==> config.mk <==
export PLATFORM = sky130hd
export DESIGN_NAME = rc_differential_drive_mixer_core
export DESIGN_NICKNAME = d
export VERILOG_FILES = /design/src/design/rcddm_pkg.sv /design/src/design/rcddm_scale.sv /design/src/design/rc_differential_drive_mixer_core.sv
export SDC_FILE = /design/constraint.sdc
export NUM_CORES = 1
export LEC_CHECK = 0
export BUFFER_PORTS_ARGS = -buffer_cell sky130_fd_sc_hd__buf_2
export CORE_UTILIZATION = 25
export DETAILED_ROUTE_END_ITERATION = 10
export GPL_TIMING_DRIVEN = 0
export HOLD_SLACK_MARGIN = 0.08
export PLACE_DENSITY = 0.45
export SLEW_MARGIN = 10
export SYNTH_ARGS = -nofsm -noshare
export SYNTH_HDL_FRONTEND = slang
export SYNTH_HIERARCHICAL = 1
export SYNTH_SLANG_ARGS = --single-unit
==> constraint.sdc <==
create_clock -name i_clk -period 12.4 [get_ports i_clk]
set_input_delay 2.48 -clock i_clk [delete_from_list [all_inputs] [get_ports i_clk]]
set_output_delay 2.48 -clock i_clk [all_outputs]
set_load 0.03 [all_outputs]
==> src/design/rcddm_pkg.sv <==
// shared types, constants and helpers for the rc differential drive mixer
package rcddm_pkg;

    localparam int CH_W     = 11;   // rc channel width
    localparam int SPEED_W  = 16;   // wheel and target speed width
    localparam int NUM_W    = 12;   // signed stick offset width
    localparam int SUM_W    = 20;   // mix sum width before saturation
    localparam int TRACK_W  = 12;
    localparam int TICKS_W  = 4;
    localparam int CFG_IDX_W = 2;
    localparam int CFG_DATA_W = 12;

    // register indexes on the config port
    localparam logic [CFG_IDX_W-1:0] REG_TRACK_WIDTH    = 2'd0;
    localparam logic [CFG_IDX_W-1:0] REG_FAILSAFE_TICKS = 2'd1;

    localparam logic [TRACK_W-1:0] TRACK_RESET    = 12'd512;
    localparam logic [TICKS_W-1:0] FAILSAFE_RESET = 4'd10;

    // mode channel bands
    localparam logic [CH_W-1:0] MODE_STOP_LIM = 11'd600;
    localparam logic [CH_W-1:0] MODE_RC_LIM   = 11'd1400;
    // pitch channel bands
    localparam logic [CH_W-1:0] PITCH_FWD_LIM = 11'd1400;
    localparam logic [CH_W-1:0] PITCH_BWD_LIM = 11'd600;
    // roll dead zone
    localparam logic [CH_W-1:0] ROLL_LOW_LIM  = 11'd700;
    localparam logic [CH_W-1:0] ROLL_HIGH_LIM = 11'd1300;
    // stick centers
    localparam logic signed [NUM_W-1:0] THR_CENTER  = 12'sd2000;
    localparam logic signed [NUM_W-1:0] ROLL_CENTER = 12'sd1000;

    // divide by 800 = 32 * 25, by 400 = 16 * 25: power of two part is a shift
    localparam int SCALE_ODD_DIV = 25;
    localparam int LIN_DIV_LOG2  = 5;
    localparam int ANG_DIV_LOG2  = 4;

    localparam int MIX_SHIFT = 11;  // track * angular / 2048

    typedef enum logic [1:0] {
        MODE_STOP   = 2'd0,
        MODE_UPLINK = 2'd1,
        MODE_RC     = 2'd2,
        MODE_HOLD   = 2'd3
    } t_drive_mode;

    function automatic logic signed [SPEED_W-1:0] sat_speed(input logic signed [SUM_W-1:0] v);
        logic signed [SPEED_W-1:0] res;
        if (v > SUM_W'(32767)) begin
            res = 16'sh7fff;
        end else if (v < -SUM_W'(32768)) begin
            res = 16'sh8000;
        end else begin
            res = v[SPEED_W-1:0];
        end
        return res;
    endfunction

endpackage

==> src/design/rcddm_scale.sv <==
// stick offset to speed scaling: (num << shift) / 25, toward zero, saturated
module rcddm_scale #(
    parameter int SHIFT = 5
) (
    input  logic signed [rcddm_pkg::NUM_W-1:0]   i_num,
    output logic signed [rcddm_pkg::SPEED_W-1:0] o_speed
);

    localparam int MAG_W = rcddm_pkg::NUM_W;
    localparam int XW    = MAG_W + SHIFT;
    localparam int K     = XW + 5;                 // reciprocal precision
    localparam int MW    = K - 4;                  // 2^K / 25 < 2^(K-4)
    localparam int PW    = XW + MW;
    localparam int QW    = PW - K;
    localparam longint unsigned RECIP =
        ((64'd1 << K) + 64'(rcddm_pkg::SCALE_ODD_DIV) - 64'd1) /
        64'(rcddm_pkg::SCALE_ODD_DIV);

    logic             neg;
    logic [MAG_W-1:0] mag;
    logic [XW-1:0]    x;
    logic [PW-1:0]    prod;
    logic [QW-1:0]    q;
    logic [31:0]      q32;

    always_comb begin
        neg  = i_num[rcddm_pkg::NUM_W-1];
        mag  = neg ? MAG_W'(-i_num) : MAG_W'(i_num);
        x    = XW'(mag) << SHIFT;
        // exact floor(x / 25) by reciprocal multiply
        prod = PW'(x) * PW'(MW'(RECIP));
        q    = prod[PW-1:K];
        q32  = 32'(q);
        if (neg) begin
            if (q32 >= 32'd32768) begin
                o_speed = 16'sh8000;
            end else begin
                o_speed = -$signed(q32[rcddm_pkg::SPEED_W-1:0]);
            end
        end else begin
            if (q32 > 32'd32767) begin
                o_speed = 16'sh7fff;
            end else begin
                o_speed = $signed(q32[rcddm_pkg::SPEED_W-1:0]);
            end
        end
    end

endmodule

==> src/design/rc_differential_drive_mixer_core.sv <==
// rc differential drive mixer: mode select, stick scaling, failsafe hold and wheel mix
// a word passes the input, target and wheel speed registers in turn
// throughput: one word per cycle unless the output stalls, three register stages
// the target stage holds the failsafe counter and held targets, so each word sees
// the state left by the word before it with no bubble
// reset (i_rst_n low, synchronous): pipeline empties, counter and held targets clear,
// track_width returns to 512 and failsafe_ticks to 10
module rc_differential_drive_mixer_core #(
    parameter int SPEED_FRAC_BITS = 10
) (
    input  logic                                    i_clk,
    input  logic                                    i_rst_n,
    // config write channel
    input  logic                                    i_cfg_valid,
    output logic                                    o_cfg_ready,
    input  logic [rcddm_pkg::CFG_IDX_W-1:0]         i_cfg_index,
    input  logic [rcddm_pkg::CFG_DATA_W-1:0]        i_cfg_data,
    // input word
    input  logic                                    i_in_valid,
    output logic                                    o_in_stall,
    input  logic                                    i_frame_valid,
    input  logic [rcddm_pkg::CH_W-1:0]              i_roll_channel,
    input  logic [rcddm_pkg::CH_W-1:0]              i_throttle_channel,
    input  logic [rcddm_pkg::CH_W-1:0]              i_pitch_channel,
    input  logic [rcddm_pkg::CH_W-1:0]              i_mode_channel,
    input  logic signed [rcddm_pkg::SPEED_W-1:0]    i_uplink_linear,
    input  logic signed [rcddm_pkg::SPEED_W-1:0]    i_uplink_angular,
    // result word
    output logic                                    o_out_valid,
    input  logic                                    i_out_stall,
    output logic signed [rcddm_pkg::SPEED_W-1:0]    o_left_speed,
    output logic signed [rcddm_pkg::SPEED_W-1:0]    o_right_speed,
    output logic signed [rcddm_pkg::SPEED_W-1:0]    o_target_linear,
    output logic signed [rcddm_pkg::SPEED_W-1:0]    o_target_angular,
    output logic [1:0]                              o_drive_mode
);

    localparam int LIN_SHIFT = SPEED_FRAC_BITS - rcddm_pkg::LIN_DIV_LOG2;
    localparam int ANG_SHIFT = SPEED_FRAC_BITS - rcddm_pkg::ANG_DIV_LOG2;
    localparam int SW  = rcddm_pkg::SPEED_W;
    localparam int PRW = SW + rcddm_pkg::TRACK_W + 1;   // signed mix product width

    // config registers
    logic [rcddm_pkg::TRACK_W-1:0] r_track;
    logic [rcddm_pkg::TICKS_W-1:0] r_failsafe;

    // failsafe state
    logic [rcddm_pkg::TICKS_W-1:0] r_missed, n_missed;
    logic signed [SW-1:0]          r_held_lin, r_held_ang;

    // input stage
    logic                          r_in_valid;
    logic                          r_in_frame;
    logic [rcddm_pkg::CH_W-1:0]    r_in_roll, r_in_thr, r_in_pitch, r_in_mode;
    logic signed [SW-1:0]          r_in_up_lin, r_in_up_ang;

    // target stage
    logic                          r_tgt_valid;
    logic signed [SW-1:0]          r_tgt_lin, r_tgt_ang;
    rcddm_pkg::t_drive_mode        r_tgt_mode;
    logic signed [SW-1:0]          n_tgt_lin, n_tgt_ang;
    rcddm_pkg::t_drive_mode        n_tgt_mode;

    // output stage
    logic                          r_out_valid;
    logic signed [SW-1:0]          r_out_left, r_out_right, r_out_lin, r_out_ang;
    rcddm_pkg::t_drive_mode        r_out_mode;

    // flow control
    logic out_free, tgt_free, in_free;
    logic in_load, tgt_load, out_load;

    // stick scaling
    logic signed [rcddm_pkg::NUM_W-1:0] lin_num, ang_num;
    logic signed [SW-1:0]               lin_scaled, ang_scaled;
    logic                               pitch_fwd, pitch_dead, roll_active;
    logic signed [rcddm_pkg::NUM_W-1:0] thr_s, roll_s;

    // mix
    logic signed [PRW-1:0]                 mix_ang, mix_track, mix_prod, mix_bias, mix_half_full;
    logic signed [rcddm_pkg::SUM_W-1:0]    mix_half, mix_lin, sum_left, sum_right;

    // each stage moves when the next one is empty or emptying
    assign out_free   = !r_out_valid || !i_out_stall;
    assign tgt_free   = !r_tgt_valid || out_free;
    assign in_free    = !r_in_valid || tgt_free;
    assign o_in_stall = !in_free;
    assign in_load    = i_in_valid && in_free;
    assign tgt_load   = r_in_valid && tgt_free;
    assign out_load   = r_tgt_valid && out_free;

    // config writes are always taken
    assign o_cfg_ready = 1'b1;

    always_ff @(posedge i_clk) begin
        if (!i_rst_n) begin
            r_track    <= rcddm_pkg::TRACK_RESET;
            r_failsafe <= rcddm_pkg::FAILSAFE_RESET;
        end else if (i_cfg_valid && o_cfg_ready) begin
            unique case (i_cfg_index)
                rcddm_pkg::REG_TRACK_WIDTH:    r_track    <= i_cfg_data;
                rcddm_pkg::REG_FAILSAFE_TICKS: r_failsafe <= i_cfg_data[rcddm_pkg::TICKS_W-1:0];
                default: ;  // unmapped index, write dropped
            endcase
        end
    end

    // input register
    always_ff @(posedge i_clk) begin
        if (!i_rst_n) begin
            r_in_valid <= 1'b0;
        end else if (in_free) begin
            r_in_valid <= i_in_valid;
        end
    end

    always_ff @(posedge i_clk) begin
        if (in_load) begin
            r_in_frame  <= i_frame_valid;
            r_in_roll   <= i_roll_channel;
            r_in_thr    <= i_throttle_channel;
            r_in_pitch  <= i_pitch_channel;
            r_in_mode   <= i_mode_channel;
            r_in_up_lin <= i_uplink_linear;
            r_in_up_ang <= i_uplink_angular;
        end
    end

    // stick offsets: forward is center minus throttle, backward the negation
    always_comb begin
        thr_s       = $signed({1'b0, r_in_thr});
        roll_s      = $signed({1'b0, r_in_roll});
        pitch_fwd   = r_in_pitch > rcddm_pkg::PITCH_FWD_LIM;
        pitch_dead  = r_in_pitch > rcddm_pkg::PITCH_BWD_LIM;
        roll_active = (r_in_roll > rcddm_pkg::ROLL_HIGH_LIM) ||
                      (r_in_roll < rcddm_pkg::ROLL_LOW_LIM);
        lin_num     = pitch_fwd ? (rcddm_pkg::THR_CENTER - thr_s)
                                : (thr_s - rcddm_pkg::THR_CENTER);
        ang_num     = rcddm_pkg::ROLL_CENTER - roll_s;
    end

    rcddm_scale #(.SHIFT(LIN_SHIFT)) u_scale_lin (
        .i_num   (lin_num),
        .o_speed (lin_scaled)
    );

    rcddm_scale #(.SHIFT(ANG_SHIFT)) u_scale_ang (
        .i_num   (ang_num),
        .o_speed (ang_scaled)
    );

    // mode select and failsafe
    always_comb begin
        n_missed   = r_missed;
        n_tgt_lin  = r_held_lin;
        n_tgt_ang  = r_held_ang;
        n_tgt_mode = rcddm_pkg::MODE_HOLD;
        if (!r_in_frame) begin
            if (r_missed < r_failsafe) begin
                // lost frame within tolerance: repeat last targets
                n_missed   = r_missed + 4'd1;
                n_tgt_lin  = r_held_lin;
                n_tgt_ang  = r_held_ang;
                n_tgt_mode = rcddm_pkg::MODE_HOLD;
            end else begin
                // tolerance used up: uplink takes over, counter parks
                n_tgt_lin  = r_in_up_lin;
                n_tgt_ang  = r_in_up_ang;
                n_tgt_mode = rcddm_pkg::MODE_UPLINK;
            end
        end else begin
            n_missed = '0;
            priority if (r_in_mode < rcddm_pkg::MODE_STOP_LIM) begin
                n_tgt_lin  = '0;
                n_tgt_ang  = '0;
                n_tgt_mode = rcddm_pkg::MODE_STOP;
            end else if (r_in_mode < rcddm_pkg::MODE_RC_LIM) begin
                n_tgt_lin  = r_in_up_lin;
                n_tgt_ang  = r_in_up_ang;
                n_tgt_mode = rcddm_pkg::MODE_UPLINK;
            end else begin
                n_tgt_mode = rcddm_pkg::MODE_RC;
                n_tgt_lin  = (pitch_fwd || !pitch_dead) ? lin_scaled : '0;
                n_tgt_ang  = roll_active ? ang_scaled : '0;
            end
        end
    end

    // target stage, also the failsafe state
    always_ff @(posedge i_clk) begin
        if (!i_rst_n) begin
            r_tgt_valid <= 1'b0;
            r_missed    <= '0;
            r_held_lin  <= '0;
            r_held_ang  <= '0;
        end else begin
            if (tgt_free) begin
                r_tgt_valid <= r_in_valid;
            end
            if (tgt_load) begin
                r_missed   <= n_missed;
                r_held_lin <= n_tgt_lin;
                r_held_ang <= n_tgt_ang;
            end
        end
    end

    always_ff @(posedge i_clk) begin
        if (tgt_load) begin
            r_tgt_lin  <= n_tgt_lin;
            r_tgt_ang  <= n_tgt_ang;
            r_tgt_mode <= n_tgt_mode;
        end
    end

    // mix: half = angular * track / 2048, rounded toward zero
    always_comb begin
        mix_ang       = PRW'(r_tgt_ang);
        mix_track     = PRW'($signed({1'b0, r_track}));
        mix_prod      = mix_ang * mix_track;
        mix_bias      = mix_prod[PRW-1] ? PRW'((1 << rcddm_pkg::MIX_SHIFT) - 1) : '0;
        mix_half_full = (mix_prod + mix_bias) >>> rcddm_pkg::MIX_SHIFT;
        mix_half      = rcddm_pkg::SUM_W'(mix_half_full);
        mix_lin       = rcddm_pkg::SUM_W'(r_tgt_lin);
        sum_left      = mix_lin - mix_half;
        sum_right     = mix_lin + mix_half;
    end

    // output register
    always_ff @(posedge i_clk) begin
        if (!i_rst_n) begin
            r_out_valid <= 1'b0;
        end else if (out_free) begin
            r_out_valid <= r_tgt_valid;
        end
    end

    always_ff @(posedge i_clk) begin
        if (out_load) begin
            r_out_left  <= rcddm_pkg::sat_speed(sum_left);
            r_out_right <= rcddm_pkg::sat_speed(sum_right);
            r_out_lin   <= r_tgt_lin;
            r_out_ang   <= r_tgt_ang;
            r_out_mode  <= r_tgt_mode;
        end
    end

    assign o_out_valid      = r_out_valid;
    assign o_left_speed     = r_out_left;
    assign o_right_speed    = r_out_right;
    assign o_target_linear  = r_out_lin;
    assign o_target_angular = r_out_ang;
    assign o_drive_mode     = 2'(r_out_mode);

    // missed-frame counter only clears or steps by one
    a_missed_step: assert property (@(posedge i_clk) disable iff (!i_rst_n)
        (r_missed != $past(r_missed)) |->
        (r_missed == '0 || r_missed == $past(r_missed) + 4'd1))
        else $error("missed frame counter jumped");

    // held targets track the targets just passed on
    a_held_follow: assert property (@(posedge i_clk) disable iff (!i_rst_n)
        tgt_load |=> (r_held_lin == r_tgt_lin && r_held_ang == r_tgt_ang))
        else $error("held targets out of step with target stage");

    // hold mode repeats the targets held before
    a_hold_repeat: assert property (@(posedge i_clk) disable iff (!i_rst_n)
        tgt_load |=> (r_tgt_mode != rcddm_pkg::MODE_HOLD ||
                      (r_tgt_lin == $past(r_held_lin) && r_tgt_ang == $past(r_held_ang))))
        else $error("hold mode changed the targets");

    // stop mode drives nothing
    a_stop_zero: assert property (@(posedge i_clk) disable iff (!i_rst_n)
        (o_out_valid && o_drive_mode == 2'(rcddm_pkg::MODE_STOP)) |->
        (o_left_speed == '0 && o_right_speed == '0 &&
         o_target_linear == '0 && o_target_angular == '0))
        else $error("stop mode with nonzero speed");

    // stall toward the source only with a word parked in every stage
    a_stall_cause: assert property (@(posedge i_clk) disable iff (!i_rst_n)
        o_in_stall |-> (r_in_valid && r_tgt_valid && r_out_valid))
        else $error("input stalled with room in the pipeline");

endmodule

==> results.py, run 1 <==
metrics = {
    "layout": {
        "nets": 3886,
        "syn_to_final_growth_pct": 14.2,
        "final_area_mm2": 0.0323,
        "drive_above_1_share_pct": 10.7,
        "post-route-util_pct": 28.8,
        "final_cell_mix": "570 x inv_1, 318 x fa_1, 306 x ha_1, 285 x nand2_1, 174 x edfxtp_1",
        "final_common_cell": "inv_1",
    },
    "setup_path": {
        "reg2reg_setup_slack_ps": 600,
        "slowest_delay_ps": 700,
        "ff2ff_path_depth": 44,
        "required_ps": 12740,
        "cp.depth": 44,
        "critical_path_buf_inv_count": 9,
        "cp-end-kind": "register",
        "cp_slowest_cell": "fa_2",
        "crit_family": "adder cells",
        "worst-setup-path-type": "register to register",
        "cp_max_fo": 10,
        "arrival_ps": 12140,
        "critPathLaunchType": "register",
    },
    "routing": {
        "routed_wl_um": 81800,
        "drt_pass1_iterations": 5,
        "drc": 0,
        "vias": 20600,
        "viasPerCell": 4.39,
        "initialDrtViolationCount": 1048,
        "antenna_left": 0,
        "post_drt_wl_per_cell_um": 17.4,
    },
    "floorplan": {
        "fp.dieW_um": 338,
        "start_util_pct": 25.2,
        "boundaryPins": 165,
        "die_area_mm2": 0.114,
        "rows": 123,
        "fp.dieH_um": 338,
        "core_area_mm2": 0.112,
    },
    "global_routing": {
        "track_usage_pct": 14.2,
        "grt_pass1_wl_um": 126000,
        "grt_pass1_vias": 20900,
        "grt_max_degree": 29,
        "antenna_found_initial": 16,
        "grt-ovfl-total": 0,
    },
    "cts": {
        "cts_tree": "yes",
        "cts-hold-fix-buffers": 0,
        "clk_latency_ps": 610,
        "cts_max_level": 1,
        "cts.sinks": 229,
        "cts_buffer_depth": 3,
        "clock-root-buffer": "clkbuf_16",
        "path_clk_slew_ps": 60,
        "numCtsBuffers": 30,
    },
    "logic_synthesis": {
        "ys_ff_latch": 229,
        "synth_nets": 3683,
        "ys_async_sr_fraction_pct": 0,
        "synth_top_area_share_pct": 22.6,
        "ys_warn_count": 6,
        "syn_inst": 2962,
        "syn_area_per_cell_um2": 9.55,
        "synth_edf_count": 174,
        "synthFlopType": "edfxtp_1",
        "syn_area_mm2": 0.0283,
        "ys_seq_area_share_pct": 22.4,
        "synth_cell_types": 117,
        "synth.area.top_cells": "fa_1 23%, edfxtp_1 18%, ha_1 14%",
        "synth_top_area_cell": "fa_1",
    },
    "place": {
        "gp_congestion": 0.841,
        "port_buffers": 159,
        "hpwl_um": 69900,
        "dpl_cell_area_mm2": 0.0312,
    },
    "sta": {
        "fmax_mhz": 84.8,
        "setup_tns_ps": 0,
        "min_period_ps": 11800,
        "fin_skew_ps": 15.4,
        "slew_viol_final": 0,
        "relSlewSlack_pct": 21.1,
        "hold_slack_ps": 421,
        "tightest_slew_ps": 1170,
        "hold_viol": 0,
        "finalSetupViolCount": 0,
        "rsz0062_at_grt": "false",
        "fin_crit_sh_pct": 95.2,
    },
    "hold_path": {
        "min_path_cells": 0,
        "hp-class": "register to register",
    },
    "flow_run": {
        "maxCapViolations": 0,
    },
    "run_status": {
        "status": "finished, final reports clean",
    },
}
repair_timing:
item | CTS | global route
pin swaps | 0 | 1
gates resized for setup | 13 | 21
setup buffers | 2 | 3
endpoints found under the setup margin | 30 | 31
cell type report:
class                   instances  area, um2
diodes                          2       5.00
plain buffers                 105        458
clock buffers                  37        797
clock inverters                19        234
fillers                     12000      80000
inverters                     574       2160
multi-input cells            2053      19400
flip-flops and latches        229       6330
well taps                    1500       1880
repair buffers                172       1010
logic make-up (layout without fill, tap and decap cells):
kind of cell / after synthesis / count (layout) / share of synthesized area [%]
XOR/XNOR: 161 / 161 / 5.04
adder cells (fa/ha/maj): 625 / 625 / 36.1
AND/OR/NAND/NOR: 700 / 700 / 12.9
buffers and inverters: 680 / 907 / 9.17
other: 1 / 3 / 0.0133
AO/OA/AOI/OAI: 524 / 524 / 12.8
flip-flops: 229 / 229 / 22.4
multiplexers: 42 / 42 / 1.56
state kept, by name, summed over array words and instances, names as in the netlist, 12 cells and up:
register / flops
r_held_lin: 16
o_target_angular: 16
r_tgt_ang: 16
o_right_speed: 16
r_held_ang: 16
r_tgt_lin: 16
r_in_up_ang: 16
o_left_speed: 16
o_target_linear: 16
r_in_up_lin: 16
r_track: 12
worst register-to-register path: cells and delay by family (launching register included):
family	cells	cell delay, ps
xor+xnor	2	410
flops	1	460
compound gates	13	3240
fa+ha+maj	8	3780
mux	2	450
simple gates	10	1840
buf+inv	9	1360
routing by layer:
metal / vias to the layer above / share of wire [%] / track usage (%)
met5: - / 0.13 / 0
met1: 9980 / 48 / 20.0
met2: 316 / 45 / 22.9
met3: 79 / 4.3 / 2.30
li1: 10200 / - / -
met4: 18 / 1.7 / 2.40
synth_stat cells (11+ instances only):
| cell type | number |
|---|---|
| xnor2_1 | 114 |
| a21boi_0 | 32 |
| o21bai_1 | 11 |
| fa_1 | 319 |
| a21oi_1 | 114 |
| nor3_1 | 35 |
| nand4_1 | 18 |
| o211ai_1 | 11 |
| clkbuf_1 | 86 |
| o31ai_1 | 18 |
| xor2_1 | 45 |
| edfxtp_1 | 174 |
| or2_2 | 12 |
| nand3_1 | 26 |
| o21ai_0 | 99 |
| mux2i_1 | 38 |
| ha_1 | 306 |
| a211oi_1 | 30 |
| a22oi_1 | 19 |
| o21a_1 | 19 |
| nor2b_1 | 46 |
| or3_1 | 17 |
| nor2_1 | 66 |
| and2_1 | 94 |
| nand2b_1 | 25 |
| dfxtp_1 | 55 |
| a21o_1 | 45 |
| inv_1 | 571 |
| a22o_1 | 16 |
| nand2_1 | 285 |
worst paths after layout:
kind | to | startpoint
setup / recovery | o_right_speed[14] | r_track[1]
hold / removal | o_drive_mode[0] | r_tgt_mode[0]
setup reg to reg | o_right_speed[14] | r_track[1]
hold reg to reg | o_drive_mode[0] | r_tgt_mode[0]
per-stage QoR:
step / setup WS [ps] / cells
global placement: -695 / 4621
detailed placement: -595 / 4629
floorplan: 1960 / 2962
global route: 15.7 / 4691
CTS: 63.3 / 4687
finish: 601 / 4691
Power of run 1 is left out: the tool's default activity adds up to more than one toggle a clock period on the data nets, which glitch-free logic cannot reach.
==> run 2, diff against run 1 <==
- PLACE_DENSITY: 0.45 -> unset
==> run 2 against run 1 <==
Critical path depth rose by 1. Routed wire length down 6.0%. Clock-buffer cell count is 4 lower. Die area did not move. Non-clock buffer count down 1. Via count increased by 1.1%. Sequential share of layout area about the same. First-iteration DRC count increased by 19%. Flip-flop and latch count stayed put. Worst hold slack worse by 2.2 ps. Final area increased by 0.11%. Final cell count barely moved.
==> results.py, run 2 (synthesis gave the netlist of run 1 again) <==
metrics = {
    "global_routing": {
        "grt_max_degree": 29,
        "grtUsageMet2_pct": 22.1,
        "grt.busiest_layer": "met2",
        "track_usage_pct": 13.2,
        "use_met3_pct": 2.63,
        "antenna_found_initial": 7,
        "grt_pass1_wl_um": 119000,
        "grt_pass1_vias": 20900,
        "grt-ovfl-total": 0,
        "use_met1_pct": 17.9,
    },
    "layout": {
        "multiInputGateArea_mm2": 0.0194,
        "nets": 3884,
        "drive_above_1_share_pct": 10.5,
        "final_cell_mix": "570 x inv_1, 318 x fa_1, 306 x ha_1, 285 x nand2_1, 174 x edfxtp_1",
        "register_area_mm2": 0.00633,
        "post-route-util_pct": 28.8,
        "nFillCells": 11900,
        "syn_to_final_growth_pct": 14.3,
        "final_common_cell": "inv_1",
    },
    "cts": {
        "numCtsBuffers": 29,
        "clock-root-buffer": "clkbuf_16",
        "cts_max_level": 1,
        "path_clk_slew_ps": 60,
        "cts.sinks": 229,
        "cts_buffer_depth": 3,
        "cts_tree": "yes",
        "clk_latency_ps": 610,
        "cts-hold-fix-buffers": 0,
    },
    "sta": {
        "relSlewSlack_pct": 27.8,
        "fin_skew_ps": 32.6,
        "hold_slack_ps": 419,
        "tightest_slew_ps": 1070,
        "hold_viol": 0,
        "setup_tns_ps": 0,
        "slew_viol_final": 0,
        "fmax_mhz": 85.6,
        "min_period_ps": 11690,
        "finalSetupViolCount": 0,
        "fin_crit_sh_pct": 94.3,
    },
    "setup_path": {
        "cp_max_fo": 10,
        "worst-setup-path-type": "register to register",
        "ff2ff_path_depth": 45,
        "arrival_ps": 12140,
        "cp_slowest_cell": "fa_2",
        "slowest_delay_ps": 700,
        "reg2reg_to": "o_right_speed[6]",
        "critPathLaunchType": "register",
        "required_ps": 12850,
        "cp-end-kind": "register",
        "r2r_start": "r_track[1]",
        "reg2reg_setup_slack_ps": 710,
    },
    "routing": {
        "routed_wl_um": 76900,
        "viasPerCell": 4.44,
        "drt_pass1_iterations": 7,
        "antenna_left": 0,
        "vias": 20800,
        "drc": 0,
        "initialDrtViolationCount": 1245,
        "post_drt_wl_per_cell_um": 16.4,
    },
    "run_status": {
        "status": "finished, final reports clean",
    },
    "floorplan": {
        "die_area_mm2": 0.114,
        "core_area_mm2": 0.112,
        "fp.dieW_um": 338,
        "fp.dieH_um": 338,
        "boundaryPins": 165,
        "start_util_pct": 25.2,
        "rows": 123,
    },
    "hold_path": {
        "min_to": "o_drive_mode[0]",
        "min_path_cells": 0,
        "min_from": "r_tgt_mode[0]",
        "hp-class": "register to register",
    },
    "place": {
        "hpwl_um": 65800,
        "gp_congestion": 0.891,
        "port_buffers": 159,
    },
    "flow_run": {
        "maxCapViolations": 0,
    },
}
run 2: cell count changes in the layout (fill, tap and decap cells not counted), moves of 2 or more:
| cell | before | now |
|---|---|---|
| clkinv_4 | 2 | 0 |
| buf_4 | 8 | 6 |
| clkbuf_2 | 11 | 5 |
| dfxtp_2 | 2 | 0 |
| dfxtp_1 | 53 | 55 |
| clkbuf_1 | 78 | 81 |
| bufinv_16 | 4 | 6 |
| inv_6 | 3 | 7 |
run 2: metal layers:
layer  wire length (um)  vias to the layer above
li1                   -                    10200
met1              35400                    10100
met2              35700                      482
met3               4630                       73
met4               1160                        4
met5                 23                        -
run 2: layout make-up:
cell class / count / area share [%]
clock inverter: 21 / 0.925
buffer: 105 / 1.38
antenna: 1 / 0.00774
multi-input combinational: 2053 / 60.1
inverter: 574 / 6.67
sequential: 229 / 19.6
clock buffer: 33 / 2.39
timing repair buffer: 171 / 3.14
tap: 1500 / 5.80
run 2: worst max-delay path by stage:
stage / depth (start not counted) / to / slack, ps / from
finish: 45 / o_right_speed[6] / 710 / r_track[1]
global placement: 43 / o_right_speed[11] / -150 / r_track[1]
global route: 43 / o_right_speed[7] / -40 / r_track[1]
CTS: 45 / o_right_speed[11] / 30 / r_track[1]
floorplan: 42 / o_right_speed[10] / 1960 / r_track[1]
detailed placement: 43 / o_left_speed[9] / -290 / r_track[1]
run 2: worst max-delay path, delay by kind of cell (launching register included):
kind                       cells  cell delay [ps]
adders and majority gates      9             4080
AOI/OAI and AO/OA             14             3010
and+or+nand+nor               10             2130
buffers and inverters         10             1430
DFF                            1              500
xor gates and xnor gates       1              180
muxes                          1              160
run 2: repair_timing:
item,in CTS,in global routing
gates resized for setup,8,14
setup buffers,3,2
setup endpoints to repair,21,31
run 2: per-stage QoR:
stage	setup WS, ps	cell area (um2)	cells
global placement	-152	31000	4621
global route	-37.2	32300	4686
finish	712	32300	4687
floorplan	1960	28300	2962
CTS	32.2	32300	4684
detailed placement	-291	31200	4628
Power of run 2 is left out for the same reason.
==> run 3, diff against run 2 <==
- clock period: 12.4 -> 9.98 ns (I/O delays scaled with it)
==> run 3 against run 2 <==
The run now ends with setup timing left. Clock-buffer cell count decreased by 1. Core utilization grew 1.2 points. Fmax up 16%. Flip-flop and latch count unchanged. Sequential share of layout area shrank 0.75 points. Final area up 4.3%. Global-route usage grew 0.44 points. Critical path depth is 3 lower. Critical path type unchanged. Highest routed layer unchanged.
==> results.py, run 3 (synthesis gave the netlist of run 1 again) <==
metrics = {
    "setup_path": {
        "cp-end-kind": "register",
        "crit_top_cell": "inv_1",
        "cp_slowest_cell": "fa_2",
        "cp_max_fo": 10,
        "worst-setup-path-type": "register to register",
        "slowest_delay_ps": 680,
        "ff2ff_path_depth": 42,
        "arrival_ps": 10360,
        "required_ps": 10300,
        "critPathLaunchType": "register",
    },
    "run_status": {
        "violations": "setup timing",
        "status": "complete, but fails checks",
    },
    "cts": {
        "cts_max_level": 1,
        "clock-root-buffer": "clkbuf_16",
        "cts_buffer_depth": 3,
        "path_clk_slew_ps": 60,
        "clk_latency_ps": 610,
        "cts_tree": "yes",
        "numCtsBuffers": 29,
        "cts-hold-fix-buffers": 0,
        "cts.sinks": 229,
    },
    "sta": {
        "min_period_ps": 10040,
        "finalSetupViolCount": 10,
        "fin_crit_sh_pct": 101,
        "fin_skew_ps": 40.5,
        "fmax_mhz": 99.6,
        "worst_slack_ps": -57.9,
        "relSlewSlack_pct": 22.3,
        "slew_viol_final": 0,
        "tightest_slew_ps": 1150,
        "hold_viol": 0,
        "rsz0062_at_grt": "true",
    },
    "flow_run": {
        "maxCapViolations": 0,
    },
    "layout": {
        "final_common_cell": "inv_1",
        "final_cell_mix": "562 x inv_1, 310 x fa_1, 283 x nand2_1, 280 x ha_1, 174 x edfxtp_1",
        "post-route-util_pct": 30.0,
        "final_area_mm2": 0.0337,
        "nets": 3949,
        "diodes": 0,
        "drive_above_1_share_pct": 17.0,
        "syn_to_final_growth_pct": 19.2,
    },
    "place": {
        "gp_congestion": 0.911,
        "port_buffers": 159,
        "post-place-ws_ps": -2130,
        "dpl_cell_area_mm2": 0.0312,
        "hpwl_um": 66000,
    },
    "global_routing": {
        "grt_pass1_vias": 21900,
        "grt_pass1_wl_um": 124000,
        "track_usage_pct": 13.7,
        "grt-ovfl-total": 0,
        "antenna_found_initial": 4,
        "grt_max_degree": 29,
    },
    "hold_path": {
        "min_path_cells": 0,
        "hp-class": "register to register",
    },
    "floorplan": {
        "start_util_pct": 25.2,
        "die_area_mm2": 0.114,
        "fp.dieH_um": 338,
        "fp.dieW_um": 338,
        "boundaryPins": 165,
        "core_area_mm2": 0.112,
        "rows": 123,
    },
    "routing": {
        "drt_pass1_iterations": 5,
        "drc": 0,
        "initialDrtViolationCount": 1298,
        "post_drt_wl_per_cell_um": 16.7,
        "antenna_left": 0,
        "viasPerCell": 4.48,
        "vias": 21300,
        "routed_wl_um": 79400,
    },
}
==> run 3: area by class of cell <==
type / instances / area (um2)
multi-input cells: 2054 / 20200
repair buffers: 249 / 1600
inverters: 574 / 2160
flip-flops and latches: 229 / 6340
plain buffers: 91 / 591
clock buffers: 32 / 737
fillers: 11800 / 78600
well taps: 1500 / 1880
clock inverters: 22 / 191
==> run 3: layer usage <==
layer  global-route usage [%]  part of all wire, %  vias up  routed length (um)
li1                         -                    -    10300                   -
met1                     18.1                   45    10400               35800
met2                     23.3                   48      472               37800
met3                     2.58                  5.5       78                4400
met4                     2.47                  1.8        4                1460
met5                        0                0.029        -                  23
==> run 3: final timing paths <==
path	from	to	slack [ps]
max reg2reg	r_tgt_ang[15]	o_right_speed[12]	-60
min reg2reg	r_tgt_mode[0]	o_drive_mode[0]	430
max	r_tgt_ang[15]	o_right_speed[12]	-60
min	r_tgt_mode[0]	o_drive_mode[0]	430
==> run 3: worst max-delay path: cells and delay by family (launching register included) <==
kind,cells,cell delay [ps]
compound gates,10,2150
mux,1,160
fa+ha+maj,8,3610
buf+inv,10,1050
flops,1,420
simple gates,11,1950
xor+xnor,2,370
==> run 3: what timing repair did <==
| action | in CTS | in global routing |
|---|---|---|
| setup endpoints to repair | 35 | 53 |
| cloned | 1 | 0 |
| pin swaps | 57 | 22 |
| setup buffers | 72 | 13 |
| gates resized for setup | 190 | 64 |
==> run 3: metrics by stage <==
step	hold slack [ps]	setup TNS (ps)	cells
6_report	434	-257	4751
5_1_grt	444	-8910	4751
4_1_cts	436	0	4740
3_5_place_dp	413	-58530	4627
3_3_place_gp	409	-102590	4621
2_1_floorplan	400	0	2962
Power of run 3 is left out for the same reason.
